## src/rtl/tcpck_pkg.sv

```systemverilog
`timescale 1ns / 1ps
`default_nettype none

package tcpck_pkg;

  localparam int unsigned DataW  = 8;
  localparam int unsigned SumW   = 16;
  localparam int unsigned IdxW   = 16;
  localparam int unsigned HdrW   = 6;

  localparam logic [3:0]      MinIhl        = 4'd5;
  localparam logic [IdxW-1:0] IdxLenHi      = 16'd2;
  localparam logic [IdxW-1:0] IdxLenLo      = 16'd3;
  localparam logic [IdxW-1:0] IdxProto      = 16'd9;
  localparam logic [IdxW-1:0] IdxAddrFirst  = 16'd12;
  localparam logic [IdxW-1:0] IdxAddrLast   = 16'd19;

  typedef struct packed {
    logic             valid;
    logic [DataW-1:0] data;
    logic             sop;
  } item_t;

  typedef struct packed {
    logic            valid;
    logic [SumW-1:0] checksum;
    logic            length_error;
  } res_t;

endpackage

`default_nettype wire

```

## src/rtl/tcpck_in_stage.sv

```systemverilog
`timescale 1ns / 1ps
`default_nettype none

module tcpck_in_stage (
  input  wire                         clk_i,
  input  wire                         rst_ni,
  input  wire                         in_valid_i,
  output logic                        in_stall_o,
  input  wire  [tcpck_pkg::DataW-1:0] data_byte_i,
  input  wire                         start_of_packet_i,
  input  wire                         advance_i,
  output tcpck_pkg::item_t            item_o
);
  import tcpck_pkg::*;

  logic             valid_q;
  logic [DataW-1:0] data_q;
  logic             sop_q;

  assign in_stall_o = valid_q && !advance_i;

  always_ff @(posedge clk_i or negedge rst_ni) begin
    if (!rst_ni) begin
      valid_q <= 1'b0;
    end else if (!in_stall_o) begin
      valid_q <= in_valid_i;
    end
  end

  always_ff @(posedge clk_i) begin
    if (!in_stall_o && in_valid_i) begin
      data_q <= data_byte_i;
      sop_q  <= start_of_packet_i;
    end
  end

  assign item_o.valid = valid_q;
  assign item_o.data  = data_q;
  assign item_o.sop   = sop_q;

endmodule

`default_nettype wire

```

## src/rtl/tcpck_engine.sv

```systemverilog
`timescale 1ns / 1ps
`default_nettype none

module tcpck_engine (
  input  wire                    clk_i,
  input  wire                    rst_ni,
  input  wire tcpck_pkg::item_t  item_i,
  input  wire                    advance_i,
  output tcpck_pkg::res_t        res_o
);
  import tcpck_pkg::*;

  logic [IdxW-1:0]  idx_q, idx_d;
  logic [IdxW-1:0]  tl_q, tl_d;
  logic [HdrW-1:0]  hb_q, hb_d;
  logic [SumW-1:0]  acc_q, acc_d;
  logic [DataW-1:0] hold_q, hold_d;
  logic             done_q, done_d;

  logic [IdxW-1:0]  idx_e, tl_e;
  logic [HdrW-1:0]  hb_e;
  logic [SumW-1:0]  acc_e;
  logic [DataW-1:0] hold_e;
  logic             done_e;

  logic             fire;
  logic [DataW-1:0] b;
  logic [3:0]       ihl;
  logic [IdxW-1:0]  hb_wide;
  logic             len_err;
  logic             last_byte;
  logic             add_en;
  logic [SumW-1:0]  addend;
  logic [SumW:0]    sum_raw;
  logic [SumW-1:0]  acc_new;
  logic [SumW-1:0]  word;

  assign fire = item_i.valid && advance_i;
  assign b    = item_i.data;

  // start of packet clears the running state before the byte is taken
  assign idx_e  = item_i.sop ? '0 : idx_q;
  assign tl_e   = item_i.sop ? '0 : tl_q;
  assign hb_e   = item_i.sop ? '0 : hb_q;
  assign acc_e  = item_i.sop ? '0 : acc_q;
  assign hold_e = item_i.sop ? '0 : hold_q;
  assign done_e = item_i.sop ? 1'b0 : done_q;

  assign word = {hold_e, b};

  always_comb begin
    ihl = b[3:0];
    if (ihl < MinIhl) begin
      ihl = MinIhl;
    end
  end

  always_comb begin
    hb_d = hb_e;
    tl_d = tl_e;
    if (idx_e == '0) begin
      hb_d = {ihl, 2'b00};
    end
    if (idx_e == IdxLenHi) begin
      tl_d = {b, 8'h00};
    end else if (idx_e == IdxLenLo) begin
      tl_d = {tl_e[15:8], b};
    end
  end

  assign hb_wide   = {{(IdxW-HdrW){1'b0}}, hb_d};
  assign len_err   = (idx_e == IdxLenLo) && (tl_d < hb_wide);
  assign last_byte = (idx_e >= IdxAddrLast) &&
                     (({1'b0, idx_e} + 17'd1) == {1'b0, tl_d});

  always_comb begin
    add_en = 1'b0;
    addend = '0;
    priority if (idx_e == IdxLenLo) begin
      add_en = 1'b1;
      addend = tl_d - hb_wide;
    end else if (idx_e == IdxProto) begin
      add_en = 1'b1;
      addend = {8'h00, b};
    end else if (idx_e[0] && idx_e >= IdxAddrFirst && idx_e <= IdxAddrLast) begin
      add_en = 1'b1;
      addend = word;
    end else if (idx_e >= hb_wide && idx_e < tl_d) begin
      if (idx_e[0]) begin
        add_en = 1'b1;
        addend = word;
      end else if (({1'b0, idx_e} + 17'd1) == {1'b0, tl_d}) begin
        add_en = 1'b1;
        addend = {b, 8'h00};
      end
    end else begin
      add_en = 1'b0;
    end
  end

  // ones-complement add with end-around carry
  assign sum_raw = {1'b0, acc_e} + {1'b0, addend};
  assign acc_new = sum_raw[SumW-1:0] + {{(SumW-1){1'b0}}, sum_raw[SumW]};

  always_comb begin
    idx_d  = idx_e;
    acc_d  = acc_e;
    hold_d = hold_e;
    done_d = done_e;
    res_o  = '0;
    if (!done_e) begin
      if (len_err) begin
        done_d             = 1'b1;
        res_o.valid        = 1'b1;
        res_o.length_error = 1'b1;
      end else begin
        if (add_en) begin
          acc_d = acc_new;
        end
        if (!idx_e[0]) begin
          hold_d = b;
        end
        if (last_byte) begin
          done_d         = 1'b1;
          res_o.valid    = 1'b1;
          res_o.checksum = ~acc_d;
        end else begin
          idx_d = idx_e + 16'd1;
        end
      end
    end
    if (!fire) begin
      res_o.valid = 1'b0;
    end
  end

  always_ff @(posedge clk_i or negedge rst_ni) begin
    if (!rst_ni) begin
      idx_q  <= '0;
      tl_q   <= '0;
      hb_q   <= '0;
      acc_q  <= '0;
      hold_q <= '0;
      done_q <= 1'b1;
    end else if (fire) begin
      idx_q  <= idx_d;
      tl_q   <= tl_d;
      hb_q   <= hb_d;
      acc_q  <= acc_d;
      hold_q <= hold_d;
      done_q <= done_d;
    end
  end

  a_res_needs_fire : assert property (@(posedge clk_i) disable iff (!rst_ni)
    res_o.valid |-> fire)
    else $error("result without a processed byte");

  a_err_zero_sum : assert property (@(posedge clk_i) disable iff (!rst_ni)
    (res_o.valid && res_o.length_error) |-> (res_o.checksum == '0))
    else $error("length error with nonzero checksum");

  a_done_after_res : assert property (@(posedge clk_i) disable iff (!rst_ni)
    res_o.valid |=> done_q)
    else $error("packet still active after its result");

endmodule

`default_nettype wire

```

## src/rtl/tcpck_out_stage.sv

```systemverilog
`timescale 1ns / 1ps
`default_nettype none

module tcpck_out_stage (
  input  wire                        clk_i,
  input  wire                        rst_ni,
  input  wire tcpck_pkg::res_t       res_i,
  output logic                       advance_o,
  output logic                       out_valid_o,
  input  wire                        out_stall_i,
  output logic [tcpck_pkg::SumW-1:0] checksum_o,
  output logic                       length_error_o
);
  import tcpck_pkg::*;

  logic            valid_q;
  logic [SumW-1:0] checksum_q;
  logic            err_q;

  assign advance_o = !valid_q || !out_stall_i;

  always_ff @(posedge clk_i or negedge rst_ni) begin
    if (!rst_ni) begin
      valid_q <= 1'b0;
    end else if (advance_o) begin
      valid_q <= res_i.valid;
    end
  end

  always_ff @(posedge clk_i) begin
    if (advance_o && res_i.valid) begin
      checksum_q <= res_i.checksum;
      err_q      <= res_i.length_error;
    end
  end

  assign out_valid_o    = valid_q;
  assign checksum_o     = checksum_q;
  assign length_error_o = err_q;

endmodule

`default_nettype wire

```

## src/rtl/tcp_ipv4_checksum_top.sv

```systemverilog
// TCP checksum over an IPv4 packet streamed one byte per transaction, first header byte
// marked by start_of_packet. The header length, total length, protocol and addresses are
// picked from the header to form the pseudo-header; segment bytes are summed as big-endian
// words with a zero-padded odd tail. One transaction leaves per packet, on its last byte
// (index total length minus one): the inverted ones-complement sum, or length_error with a
// zero checksum when the total length is below the header length (reported on byte 3).
// Bytes outside a packet are dropped, and a new start_of_packet abandons the current one.
// Throughput is one byte per cycle while out_stall does not hold the output, set by the single
// 16-bit end-around-carry adder that updates the running sum in the stage between the input and
// result registers; the result is registered in the output stage when its last byte is taken.
`timescale 1ns / 1ps
`default_nettype none

module tcp_ipv4_checksum_top (
  input  wire                         clk_i,
  input  wire                         rst_ni,
  input  wire                         in_valid_i,
  output logic                        in_stall_o,
  input  wire  [tcpck_pkg::DataW-1:0] data_byte_i,
  input  wire                         start_of_packet_i,
  output logic                        out_valid_o,
  input  wire                         out_stall_i,
  output logic [tcpck_pkg::SumW-1:0]  checksum_o,
  output logic                        length_error_o
);
  import tcpck_pkg::*;

  item_t item;
  res_t  res;
  logic  advance;

  tcpck_in_stage u_in_stage (
    .clk_i             (clk_i),
    .rst_ni            (rst_ni),
    .in_valid_i        (in_valid_i),
    .in_stall_o        (in_stall_o),
    .data_byte_i       (data_byte_i),
    .start_of_packet_i (start_of_packet_i),
    .advance_i         (advance),
    .item_o            (item)
  );

  tcpck_engine u_engine (
    .clk_i     (clk_i),
    .rst_ni    (rst_ni),
    .item_i    (item),
    .advance_i (advance),
    .res_o     (res)
  );

  tcpck_out_stage u_out_stage (
    .clk_i          (clk_i),
    .rst_ni         (rst_ni),
    .res_i          (res),
    .advance_o      (advance),
    .out_valid_o    (out_valid_o),
    .out_stall_i    (out_stall_i),
    .checksum_o     (checksum_o),
    .length_error_o (length_error_o)
  );

endmodule

`default_nettype wire

```

## config.mk

```make
export PLATFORM = sky130hd
export DESIGN_NAME = tcp_ipv4_checksum_top
export DESIGN_NICKNAME = d
export VERILOG_FILES = /design/src/rtl/tcpck_pkg.sv /design/src/rtl/tcpck_in_stage.sv /design/src/rtl/tcpck_engine.sv /design/src/rtl/tcpck_out_stage.sv /design/src/rtl/tcp_ipv4_checksum_top.sv
export SDC_FILE = /design/constraint.sdc
export NUM_CORES = 1
export LEC_CHECK = 0
export ABC_AREA = 1
export ABC_CLOCK_PERIOD_IN_PS = 6550
export BUFFER_PORTS_ARGS = -buffer_cell sky130_fd_sc_hd__buf_2
export CAP_MARGIN = 0
export CORE_AREA = 4 4 124 126
export DETAILED_ROUTE_END_ITERATION = 10
export DIE_AREA = 0 0 128 130
export PLACE_DENSITY = 0.8
export SKIP_LAST_GASP = 1
export SLEW_MARGIN = 20
export SYNTH_ARGS = -nofsm -noshare
export SYNTH_HDL_FRONTEND = slang
export SYNTH_SLANG_ARGS = --single-unit
```

## constraint.sdc

```tcl
create_clock -name clk_i -period 6.55 [get_ports clk_i]
set_input_delay 0.655 -clock clk_i [delete_from_list [all_inputs] [get_ports clk_i]]
set_output_delay 0.655 -clock clk_i [all_outputs]
set_load 0.03 [all_outputs]
```

==> run summary <==
Post-synth top area cell - dfrtp_1
DP Area - 0.00863 mm^2
Net Count, Synth - 1318
Post-synthesis cell area - 0.00837 mm^2
Fmax - 0.162 GHz
Syn Inst Count - 1259
Setup Skew - 0.00873 ns
Clock transition at path regs - 0.07 ns
Hpwl dp - 18100 um
CTS buffer count - 9
Clock sinks - 91
Max FO, Critical Path - 8
Fin worst setup slack - 0.376 ns
Hold Crit Start - data_byte_i[6]
Critical Path RT - 6.66 ns
Via count - 8655
Seq/Total Area, Yosys - 28.8%
Share of cells above drive strength 1 - 13.1%
Hold Violations, Final - 0
Clock tree root buffer cell - clkbuf_16
Initial core utilization - 58.5%
DR pass1 iterations - 6
Die span in x - 128 um
Crit path arrival time - 6.28 ns
Final nets - 1351
Yosys warns - 0
Hold_buf cts - 0
Post-place setup slack - 0.204 ns
Kind of end point of the critical path - register
Post-synth top area share - 19.1%
Worst path max stage delay - 0.44 ns
Vias in the first global route - 7775
NetSw - 1920 uW
Flop pwr share - 22.9%
Post-synth EDFFs - 26
Worst setup SP type - register
Global-route wire length before repair - 39500 um
Switching share of power - 51.7%
Initial DRC Count - 1113
RSZ-0062 raised after global routing - yes
Final worst path period share - 94.3%
GRT Total Usage - 29.9%
Die height - 130 um
Max_cap viols - 0
Mean number of vias per cell - 5.84
Power, Total - 3720 uW
Relative slew slack - 41.7%
Wire per inst - 16.8 um
Clock Power Share - 14.6%
Minimum period implied by the final worst setup slack - 6.17 ns
Worst path most repeated cell - nand3_1
Die area - 0.0166 mm^2
Logic pwr share - 62.5%
Fin area - 0.00913 mm^2
Max VDD drop - 232 uV
Largest net degree at the start of global routing - 66
Setup Crit Path Kind - register to register
ANT nets after route - 0
Worst-Margin Slew - 0.874 ns
Initial antenna violation count - 0
Yosys reg bits - 91
IO Port Bufs - 31
Syn Area/Cell - 6.65 um^2
# DRC - 0
Final setup fails - 0
Placer Congestion - 0.996
Int Pwr - 1800 uW
Hold Path Class - input pin to register
Fraction of registers with async set/reset - 71.4%
Area grow syn2layout - 9.12%
Lkg Pwr - 0.00477 uW
Clk buf depth - 2
Post-Route WL - 24900 um
CP max-delay cell - edfxtp_1
H-Tree Depth - 3
CORE AREA - 0.0143 mm^2
CTS tree - built
Critical Path Start - u_in_stage.sop_q
IO Pins - 32
PwrDens - 407 mW/mm^2
Clk_lat worst skew - 0.36 ns
Post-synth cell types - 50
Leading post-synthesis cells by cell area - dfrtp_1 (19%), nand2_1 (16%), edfxtp_1 (9.3%)
Inserted Diodes - 0
Final hold slack - 0.475 ns
Row cnt - 44
Pins over their slew limit - 0
Ys flop type - dfrtp_1
Status - completed
GRT overflow - 0
Reg-to-Reg Start - u_in_stage.sop_q
## layout make-up
type | instances | area [um^2]
Clock buffer | 11 | 253
Tap cell | 184 | 230
Timing Repair inverter | 2 | 11.3
Sequential cell | 91 | 2410
Multi-Input combinational cell | 954 | 5160
Fill cell | 1299 | 5180
Clock inverter | 5 | 51.3
Inverter | 178 | 673
Timing Repair Buffer | 56 | 347
## layout by cell type (no fill, tap or decap), drive strengths merged, types with 13 or more instances in the layout
cell type and instances:
nor3 13, inv 175, edfxtp 26, nand2 376, nand4 23, ha 44
nand3 133, xor2 18, a21oi 89, buf 56, o21ai 79, dfrtp 64
nor2 129
## registers in the layout (all words and copies together), names as in the netlist
name,cells
u_engine.acc_q,16
u_engine.idx_q,16
u_engine.tl_q,16
u_out_stage.checksum_o,16
u_engine.hold_q,8
u_in_stage.data_q,8
u_engine.hb_q,6
u_engine.done_q,1
u_in_stage.sop_q,1
u_in_stage.valid_q,1
u_out_stage.length_error_o,1
u_out_stage.out_valid_o,1
## power groups by stage
stage          sequential, uW  clock [uW]  combinational (uW)
2_1_floorplan             835           0                1720
3_3_place_gp              851           0                2170
3_5_place_dp              851           0                2200
4_1_cts                   844         549                2210
5_1_grt                   865         575                2590
6_report                  852         543                2330
## worst paths after layout
check / to / slack, ns / depth (start not counted)
hold reg to reg: u_engine.hb_q[1] / 0.49 / 2
hold / removal: u_in_stage.data_q[6] / 0.48 / 1
min in group asynchronous: u_engine.hb_q[2] / 0.51 / 2
setup / recovery: u_out_stage.checksum_o[10] / 0.38 / 39
max in group asynchronous: u_engine.acc_q[12] / 5.48 / 2
setup reg to reg: u_out_stage.checksum_o[10] / 0.38 / 39
## layer usage
layer	part of all wire, %	vias up	GRT usage, %
met4	3.1	0	10.7
met3	10	79	4.50
met2	43	509	46.6
met5	0	-	0
li1	-	4166	-
met1	44	3901	42.4
## cell families (layout without fill, tap and decap cells)
kind of cell    Yosys count  after routing  synth area share, %
compound gates          196            196                 13.2
mux                       2              2                0.239
flops                    91             91                 28.8
xor+xnor                 29             29                 3.03
simple gates            681            681                 37.1
buf+inv                 214            252                 10.6
fa+ha+maj                46             46                 7.06
## cell usage after synthesis (6+ instances only)
| cell type | instances |
|---|---|
| xnor2_1 | 11 |
| nand3_1 | 111 |
| a21oi_1 | 78 |
| nor3_1 | 10 |
| nand2_2 | 12 |
| nand3_2 | 22 |
| nand2_1 | 360 |
| o211ai_1 | 8 |
| nor2_1 | 117 |
| o22ai_1 | 7 |
| dfrtp_1 | 64 |
| inv_1 | 163 |
| o21ai_0 | 69 |
| inv_2 | 11 |
| clkbuf_1 | 15 |
| edfxtp_1 | 26 |
| a21oi_2 | 11 |
| buf_6 | 6 |
| xor2_1 | 18 |
| ha_1 | 44 |
| nand4_1 | 21 |
| buf_4 | 7 |
## worst max-delay path: cells and delay by family, from the launching register on
kind            cells  cell delay (ns)
xor+xnor            1             0.17
flops               1             0.44
buf+inv             7             0.74
simple gates       16             2.17
compound gates     10             1.29
fa+ha+maj           5             1.11
## metrics by stage
stage	TNS (ns)	utilization, %	cells
after floorplan	0	-	1259
after global placement	0	60.3	1450
after detailed placement	0	60.3	1450
after CTS	0	62.4	1466
after global routing	-0.0542	63.8	1481
final	0	63.8	1481
## repair_timing
action,CTS,global route
hold endpoints to repair,0,0
gates resized for setup,0,23
setup endpoints to repair,0,22
buffers inserted,0,13
(Power assumes the default switching activity.)
